`src/rtl/hbws_pkg.sv`:
```
// Heartbeat watchdog supervisor package: cause codes, register indexes,
// reset values and the structs passed between the supervisor modules.
// No dependencies.
`timescale 1ns / 1ps
`default_nettype none

package hbws_pkg;

    localparam int unsigned BEAT_W     = 32;
    localparam int unsigned TICK_W     = 32;
    localparam int unsigned LIMIT_W    = 8;
    localparam int unsigned CFG_IDX_W  = 8;
    localparam int unsigned CFG_DATA_W = 32;

    localparam logic [LIMIT_W-1:0] MISS_MAX          = 8'hFF;
    localparam logic [LIMIT_W-1:0] RESET_MISS_LIMIT  = 8'd3;
    localparam logic [TICK_W-1:0]  RESET_GRACE_TICKS = 32'd3000;

    localparam logic [CFG_IDX_W-1:0] REG_MISS_LIMIT  = 8'd0;
    localparam logic [CFG_IDX_W-1:0] REG_GRACE_TICKS = 8'd1;

    typedef enum logic [1:0] {
        CAUSE_NONE    = 2'd0,
        CAUSE_SENSOR  = 2'd1,
        CAUSE_PROCESS = 2'd2,
        CAUSE_REPORT  = 2'd3
    } cause_t;

    typedef struct packed {
        logic sensor;
        logic process;
        logic report;
    } miss_hit_t;

    typedef struct packed {
        logic   feed;
        logic   fault;
        cause_t cause;
    } check_result_t;

endpackage

`default_nettype wire

```
`src/rtl/hbws_miss.sv`:
```
// One heartbeat lane: previous sample and saturating miss counter.
// Depends on hbws_pkg.
`timescale 1ns / 1ps
`default_nettype none

module hbws_miss (
    input  wire logic                         aclk,
    input  wire logic                         aresetn,
    input  wire logic                         load,
    input  wire logic [hbws_pkg::BEAT_W-1:0]  beat,
    input  wire logic [hbws_pkg::LIMIT_W-1:0] miss_limit,
    output logic                              hit
);

    logic [hbws_pkg::BEAT_W-1:0]  last_reg;
    logic [hbws_pkg::LIMIT_W-1:0] count_reg;
    logic [hbws_pkg::LIMIT_W-1:0] count_next;

    always_comb begin
        if (beat == last_reg) begin
            if (count_reg == hbws_pkg::MISS_MAX) begin
                count_next = count_reg;
            end else begin
                count_next = count_reg + 8'd1;
            end
        end else begin
            count_next = '0;
        end
        hit = (count_next >= miss_limit);
    end

    always_ff @(posedge aclk) begin
        if (!aresetn) begin
            last_reg  <= '0;
            count_reg <= '0;
        end else if (load) begin
            last_reg  <= beat;
            count_reg <= count_next;
        end
    end

endmodule

`default_nettype wire

```
`src/rtl/hbws_fault.sv`:
```
// Fault latch, fault tick and cause, plus the feed decision with grace period.
// Depends on hbws_pkg.
`timescale 1ns / 1ps
`default_nettype none

module hbws_fault (
    input  wire logic                        aclk,
    input  wire logic                        aresetn,
    input  wire logic                        load,
    input  wire hbws_pkg::miss_hit_t         hits,
    input  wire logic [hbws_pkg::TICK_W-1:0] now_tick,
    input  wire logic [hbws_pkg::TICK_W-1:0] grace_ticks,
    output hbws_pkg::check_result_t          result
);

    logic                        fault_reg;
    logic                        fault_next;
    logic [hbws_pkg::TICK_W-1:0] fault_tick_reg;
    logic [hbws_pkg::TICK_W-1:0] elapsed;
    hbws_pkg::cause_t            cause_reg;
    hbws_pkg::cause_t            cause_next;
    logic                        any_hit;

    always_comb begin
        any_hit    = hits.sensor | hits.process | hits.report;
        fault_next = fault_reg | any_hit;
        cause_next = cause_reg;
        if (!fault_reg) begin
            if (hits.sensor) begin
                cause_next = hbws_pkg::CAUSE_SENSOR;
            end else if (hits.process) begin
                cause_next = hbws_pkg::CAUSE_PROCESS;
            end else if (hits.report) begin
                cause_next = hbws_pkg::CAUSE_REPORT;
            end
        end
        elapsed = now_tick - fault_tick_reg;
        if (!fault_next) begin
            result.feed = 1'b1;
        end else if (!fault_reg) begin
            result.feed = (grace_ticks != '0);
        end else begin
            result.feed = (elapsed < grace_ticks);
        end
        result.fault = fault_next;
        result.cause = cause_next;
    end

    always_ff @(posedge aclk) begin
        if (!aresetn) begin
            fault_reg      <= 1'b0;
            fault_tick_reg <= '0;
            cause_reg      <= hbws_pkg::CAUSE_NONE;
        end else if (load) begin
            fault_reg <= fault_next;
            cause_reg <= cause_next;
            if (!fault_reg && any_hit) begin
                fault_tick_reg <= now_tick;
            end
        end
    end

endmodule

`default_nettype wire

```
`src/rtl/heartbeat_watchdog_supervisor.sv`:
```
// Heartbeat watchdog supervisor top level: input register, three miss lanes,
// fault/feed logic and result register. Depends on hbws_pkg, hbws_miss, hbws_fault.
// A check beat passes the input register, then the result register, to the m_ channel.
// Throughput: one check per cycle unless m_ready stalls the result register; the
// single-pass compare/count logic between the input and result registers sets this.
// Reset: aresetn clears all lane history, miss counts, the fault latch and both
// pipeline valids, and restores miss_limit to 3 and grace_ticks to 3000.
`timescale 1ns / 1ps
`default_nettype none

module heartbeat_watchdog_supervisor (
    input  wire logic                            aclk,
    input  wire logic                            aresetn,
    input  wire logic                            s_valid,
    output logic                                 s_ready,
    input  wire logic [hbws_pkg::BEAT_W-1:0]     s_sensor_beat,
    input  wire logic [hbws_pkg::BEAT_W-1:0]     s_process_beat,
    input  wire logic [hbws_pkg::BEAT_W-1:0]     s_report_beat,
    input  wire logic [hbws_pkg::TICK_W-1:0]     s_now_tick,
    output logic                                 m_valid,
    input  wire logic                            m_ready,
    output logic                                 m_feed,
    output logic                                 m_fault,
    output logic [1:0]                           m_fault_cause,
    input  wire logic                            cfg_valid,
    output logic                                 cfg_ready,
    input  wire logic [hbws_pkg::CFG_IDX_W-1:0]  cfg_index,
    input  wire logic [hbws_pkg::CFG_DATA_W-1:0] cfg_data
);

    logic [hbws_pkg::LIMIT_W-1:0] miss_limit_reg;
    logic [hbws_pkg::TICK_W-1:0]  grace_ticks_reg;

    logic                         in_valid_reg;
    logic [hbws_pkg::BEAT_W-1:0]  sensor_reg;
    logic [hbws_pkg::BEAT_W-1:0]  process_reg;
    logic [hbws_pkg::BEAT_W-1:0]  report_reg;
    logic [hbws_pkg::TICK_W-1:0]  tick_reg;

    logic                         out_valid_reg;
    hbws_pkg::check_result_t      out_reg;
    hbws_pkg::check_result_t      result;
    hbws_pkg::miss_hit_t          hits;

    logic out_open;
    logic advance;

    assign out_open  = !out_valid_reg || m_ready;
    assign advance   = in_valid_reg && out_open;
    assign s_ready   = !in_valid_reg || out_open;
    assign cfg_ready = 1'b1;

    always_ff @(posedge aclk) begin
        if (!aresetn) begin
            miss_limit_reg  <= hbws_pkg::RESET_MISS_LIMIT;
            grace_ticks_reg <= hbws_pkg::RESET_GRACE_TICKS;
        end else if (cfg_valid) begin
            if (cfg_index == hbws_pkg::REG_MISS_LIMIT) begin
                miss_limit_reg <= cfg_data[hbws_pkg::LIMIT_W-1:0];
            end else if (cfg_index == hbws_pkg::REG_GRACE_TICKS) begin
                grace_ticks_reg <= cfg_data[hbws_pkg::TICK_W-1:0];
            end
        end
    end

    always_ff @(posedge aclk) begin
        if (!aresetn) begin
            in_valid_reg <= 1'b0;
        end else if (s_ready) begin
            in_valid_reg <= s_valid;
        end
    end

    always_ff @(posedge aclk) begin
        if (s_valid && s_ready) begin
            sensor_reg  <= s_sensor_beat;
            process_reg <= s_process_beat;
            report_reg  <= s_report_beat;
            tick_reg    <= s_now_tick;
        end
    end

    hbws_miss u_miss_sensor (
        .aclk       (aclk),
        .aresetn    (aresetn),
        .load       (advance),
        .beat       (sensor_reg),
        .miss_limit (miss_limit_reg),
        .hit        (hits.sensor)
    );

    hbws_miss u_miss_process (
        .aclk       (aclk),
        .aresetn    (aresetn),
        .load       (advance),
        .beat       (process_reg),
        .miss_limit (miss_limit_reg),
        .hit        (hits.process)
    );

    hbws_miss u_miss_report (
        .aclk       (aclk),
        .aresetn    (aresetn),
        .load       (advance),
        .beat       (report_reg),
        .miss_limit (miss_limit_reg),
        .hit        (hits.report)
    );

    hbws_fault u_fault (
        .aclk        (aclk),
        .aresetn     (aresetn),
        .load        (advance),
        .hits        (hits),
        .now_tick    (tick_reg),
        .grace_ticks (grace_ticks_reg),
        .result      (result)
    );

    always_ff @(posedge aclk) begin
        if (!aresetn) begin
            out_valid_reg <= 1'b0;
        end else if (out_open) begin
            out_valid_reg <= in_valid_reg;
        end
    end

    always_ff @(posedge aclk) begin
        if (advance) begin
            out_reg <= result;
        end
    end

    assign m_valid       = out_valid_reg;
    assign m_feed        = out_reg.feed;
    assign m_fault       = out_reg.fault;
    assign m_fault_cause = out_reg.cause;

endmodule

`default_nettype wire

```
`config.mk`:
```
export PLATFORM = sky130hd
export DESIGN_NAME = heartbeat_watchdog_supervisor
export DESIGN_NICKNAME = d
export VERILOG_FILES = /design/src/rtl/hbws_pkg.sv /design/src/rtl/hbws_miss.sv /design/src/rtl/hbws_fault.sv /design/src/rtl/heartbeat_watchdog_supervisor.sv
export SDC_FILE = /design/constraint.sdc
export NUM_CORES = 1
export LEC_CHECK = 0
export BUFFER_PORTS_ARGS = -buffer_cell sky130_fd_sc_hd__buf_2
export CORE_MARGIN = 2
export CORE_UTILIZATION = 54
export DETAILED_ROUTE_END_ITERATION = 16
export PLACE_DENSITY = 0.76
export SLEW_MARGIN = 20
export SYNTH_ARGS = -nofsm -noshare
export SYNTH_HDL_FRONTEND = slang
export SYNTH_SLANG_ARGS = --single-unit
```
`constraint.sdc`:
```
create_clock -name aclk -period 10.4 [get_ports aclk]
set_input_delay 0 -clock aclk [delete_from_list [all_inputs] [get_ports aclk]]
set_output_delay 0 -clock aclk [all_outputs]
set_load 0.05 [all_outputs]
```
==> run_results.csv <==
group,metric,value,unit
run_status,status,"completed",
placed_design,dp_cells,2148,
floorplan,die_y,177,um
cts,cts_made_buffers,36,
finish,fin_util,0.683,
cts,ctsResizeCount,0,
synth,synth.distinct_cells,67,
finish,nFillCells,2158,
synth,syn-num-nets,1906,
cts,clock_sinks,329,
synth,synth_top_area_cell,"edfxtp_1",
floorplan,dieWidth,177,um
synth,yosysTopAreaCellShare,0.246,
floorplan,fp.dieArea,31200,um2
timing,worstMarginPinSlew,1.07,ns
worst_hold_path,hold_path.class,"in -> reg",
placed_design,postPlaceCellArea,17300,um2
cts,htree_levels,2,
route,via_count,12724,
cts,cts-root-buf,"clkbuf_16",
synth,synth-warning-count,0,
synth,ys_ff_latch,329,
critical_path,crit_type,"reg -> reg",
floorplan,ioPinCount,180,
global_routing,antenna_found_initial,1,
timing,layout_setup_ws,5.80,ns
finish,final_area,20100,um2
timing,fin_crit,4.60,ns
synth,seq_area_frac_synth,0.491,
route,dr_wl_met3,1.48,mm
critical_path,crit_top_cell,"a31oi_1",
timing,fin_setup_tns,0,ns
floorplan,std_cell_rows,63,
timing,skew,0.0131,ns
cts,clock_latency,0.52,ns
route,first_iter_violations,691,
critical_path,cp_slowest_cell,"nor4_1",
global_routing,grt_start_max_net_pins,124,
route,wl_met1,15.8,mm
power,leakage,7.57,nW
finish,stdcell_count,2382,
global_routing,grt_usage,0.234,
critical_path,worstPathArrival,4.99,ns
placed_design,gp_congestion,0.916,
timing,max_freq,218,MHz
synth,synthArstFlopShare,0,
global_routing,grt_first_pass_wirelength,59.5,mm
route,final_antenna_net_count,0,
job,maxCapViolations,0,
synth,syn_inst,1643,
floorplan,core_area,29500,um2
finish,layout-drive-gt1-share,0.126,
floorplan,start_util,0.546,
timing,hold_ws,0.0222,ns
placed_design,dp_hpwl,23.3,mm
power,power_density,148,nW/um2
finish,nets,2227,
timing,setup_viol,0,
timing,slew_violations,0,
route,viasPerCell,5.34,
synth,avgSynthCellArea,9.80,um2
route,dr.pass1.iters,5,
synth,synth_flop_cell,"dfxtp_1",
critical_path,cp_slowest_stage_delay,0.67,ns
global_routing,overflow,0,
critical_path,path_max_fanout,19,
synth,synth_edf_count,132,
cts,tritoncts,"yes",
cts,clock_path_buffers,3,
critical_path,worstSetupStartpointType,"flop",
finish,area_growth_syn_to_layout,25.0,%
critical_path,path_cells,"xnor2_1 -> nand4_1 -> nor4_1 -> nand2_1 -> a31oi_1 -> o21a_1 -> ha_1 -> and3_1 -> a221o_1 -> a31oi_1 -> nor2b_1 -> a21boi_4 -> buf_4 -> mux2i_1",
power,vdd_drop_max,0.124,mV
placed_design,pre_cts_ws,5.94,ns
synth,synth.top_cells.by_area,"edfxtp_1 25%, dfxtp_1 25%, nand2_1 8.4%",
timing,maxSlewHeadroom,0.284,
critical_path,required,10.79,ns
timing,rsz0062_at_grt,"no",
cts,clk_pin_slew,0.06,ns
power,finalPower,2.97,mW
route,top_layer,"met4",
route,wl_per_cell,15.5,um
timing,period_share,0.442,
timing,hold_violations,0,
route,drt-total-wl,36.9,mm
critical_path,cp-end-kind,"flop",
global_routing,grt_pass1_vias,12579,
route,wl_met2,18.4,mm
synth,synth_area,16100,um2
placed_design,port_buffers,178,
route,drcViolationCount,0,
[synthesized netlist by cell type, types with 2 or more instances]
master	count
a211oi_1	7
a21boi_0	133
a21o_1	29
a21oi_1	44
a221o_1	2
a221oi_2	2
a311oi_1	2
a31oi_1	8
a32oi_1	3
and2_0	3
and2_1	10
and3_1	18
buf_1	4
buf_2	3
clkbuf_1	61
dfxtp_1	197
edfxtp_1	132
ha_1	89
inv_1	76
mux2i_1	44
nand2_1	361
nand2b_1	9
nand3_1	15
nand3b_1	10
nand4_1	38
nor2_1	50
nor2b_1	21
nor3_1	7
nor4_1	17
o211a_1	6
o211ai_1	15
o21a_1	13
o21ai_0	39
o21bai_1	4
o221ai_1	2
o31ai_1	2
o41ai_1	2
xnor2_1	119
xor2_1	18
[cells by family (layout without fill, tap and decap cells)]
logic type               count (synthesis)  after routing  synth area share
buffers and inverters                  146            494            0.0345
XOR/XNOR                               137            137            0.0745
flip-flops                             329            329             0.491
AO/OA/AOI/OAI                          330            330             0.145
other                                    1              2          0.000233
multiplexers                            44             44            0.0274
AND/OR/NAND/NOR                        566            566             0.156
adder cells (fa/ha/maj)                 90             90            0.0704
[layer usage]
layer  track usage  vias up
li1              -     6339
met1         0.283     5982
met2         0.419      319
met3        0.0333       84
met4        0.0895        0
met5             0        -
[power by group]
part | switching, mW | total (mW) | internal [mW]
Combinational | 0.149 | 0.302 | 0.153
Clock | 0.507 | 1.24 | 0.734
Sequential | 0.0325 | 1.43 | 1.40
Total | 0.688 | 2.97 | 2.28
[critical path: cells and delay by family, from the launching register on]
| family | cells | cell delay, ns |
|---|---|---|
| XOR/XNOR | 1 | 0.16 |
| adder cells (fa/ha/maj) | 1 | 0.24 |
| buffers and inverters | 1 | 0.33 |
| multiplexers | 1 | 0.15 |
| AND/OR/NAND/NOR | 5 | 1.92 |
| AO/OA/AOI/OAI | 5 | 1.23 |
| flip-flops | 1 | 0.41 |
[placed cells by master, fill, tap and decap left out, drive strengths merged, types with 41 or more instances in the layout]
cell,instances
nand2,361
dfxtp,197
buf,184
dlygate4sd3,168
a21boi,134
edfxtp,132
xnor2,119
ha,89
inv,79
nor2,50
clkbuf,50
a21oi,45
mux2i,44
o21ai,41
[cell type report]
cell class | instances | area, um2 | share of cell area
Clock buffer | 50 | 1010 | 0.0504
Clock inverter | 15 | 134 | 0.00665
Inverter | 77 | 290 | 0.0144
Multi-Input combinational cell | 1168 | 7650 | 0.380
Sequential cell | 329 | 7910 | 0.393
Tap cell | 390 | 488 | 0.0243
Antenna cell | 1 | 2.50 | 0.000124
Timing Repair Buffer | 352 | 2630 | 0.131
[worst paths after layout]
path	startpoint	endpoint	slack, ns	depth (start not counted)
max	process_reg[15]$_DFFE_PP_	u_fault.fault_tick_reg[13]$_SDFFE_PN0P_	5.80	14
min reg2reg	u_fault.fault_tick_reg[2]$_SDFFE_PN0P_	u_fault.fault_tick_reg[2]$_SDFFE_PN0P_	0.46	2
max reg2reg	process_reg[15]$_DFFE_PP_	u_fault.fault_tick_reg[13]$_SDFFE_PN0P_	5.80	14
min	aresetn	u_fault.fault_tick_reg[10]$_SDFFE_PN0P_	0.02	3
[what timing repair did]
| action | in CTS | in global routing |
|---|---|---|
| setup endpoints to repair | 0 | 0 |
| buffers inserted | 0 | 0 |
| hold buffers | 168 | 0 |
| endpoints found under the hold margin | 170 | 0 |
Note: power is estimated with default switching activity, not from simulation.
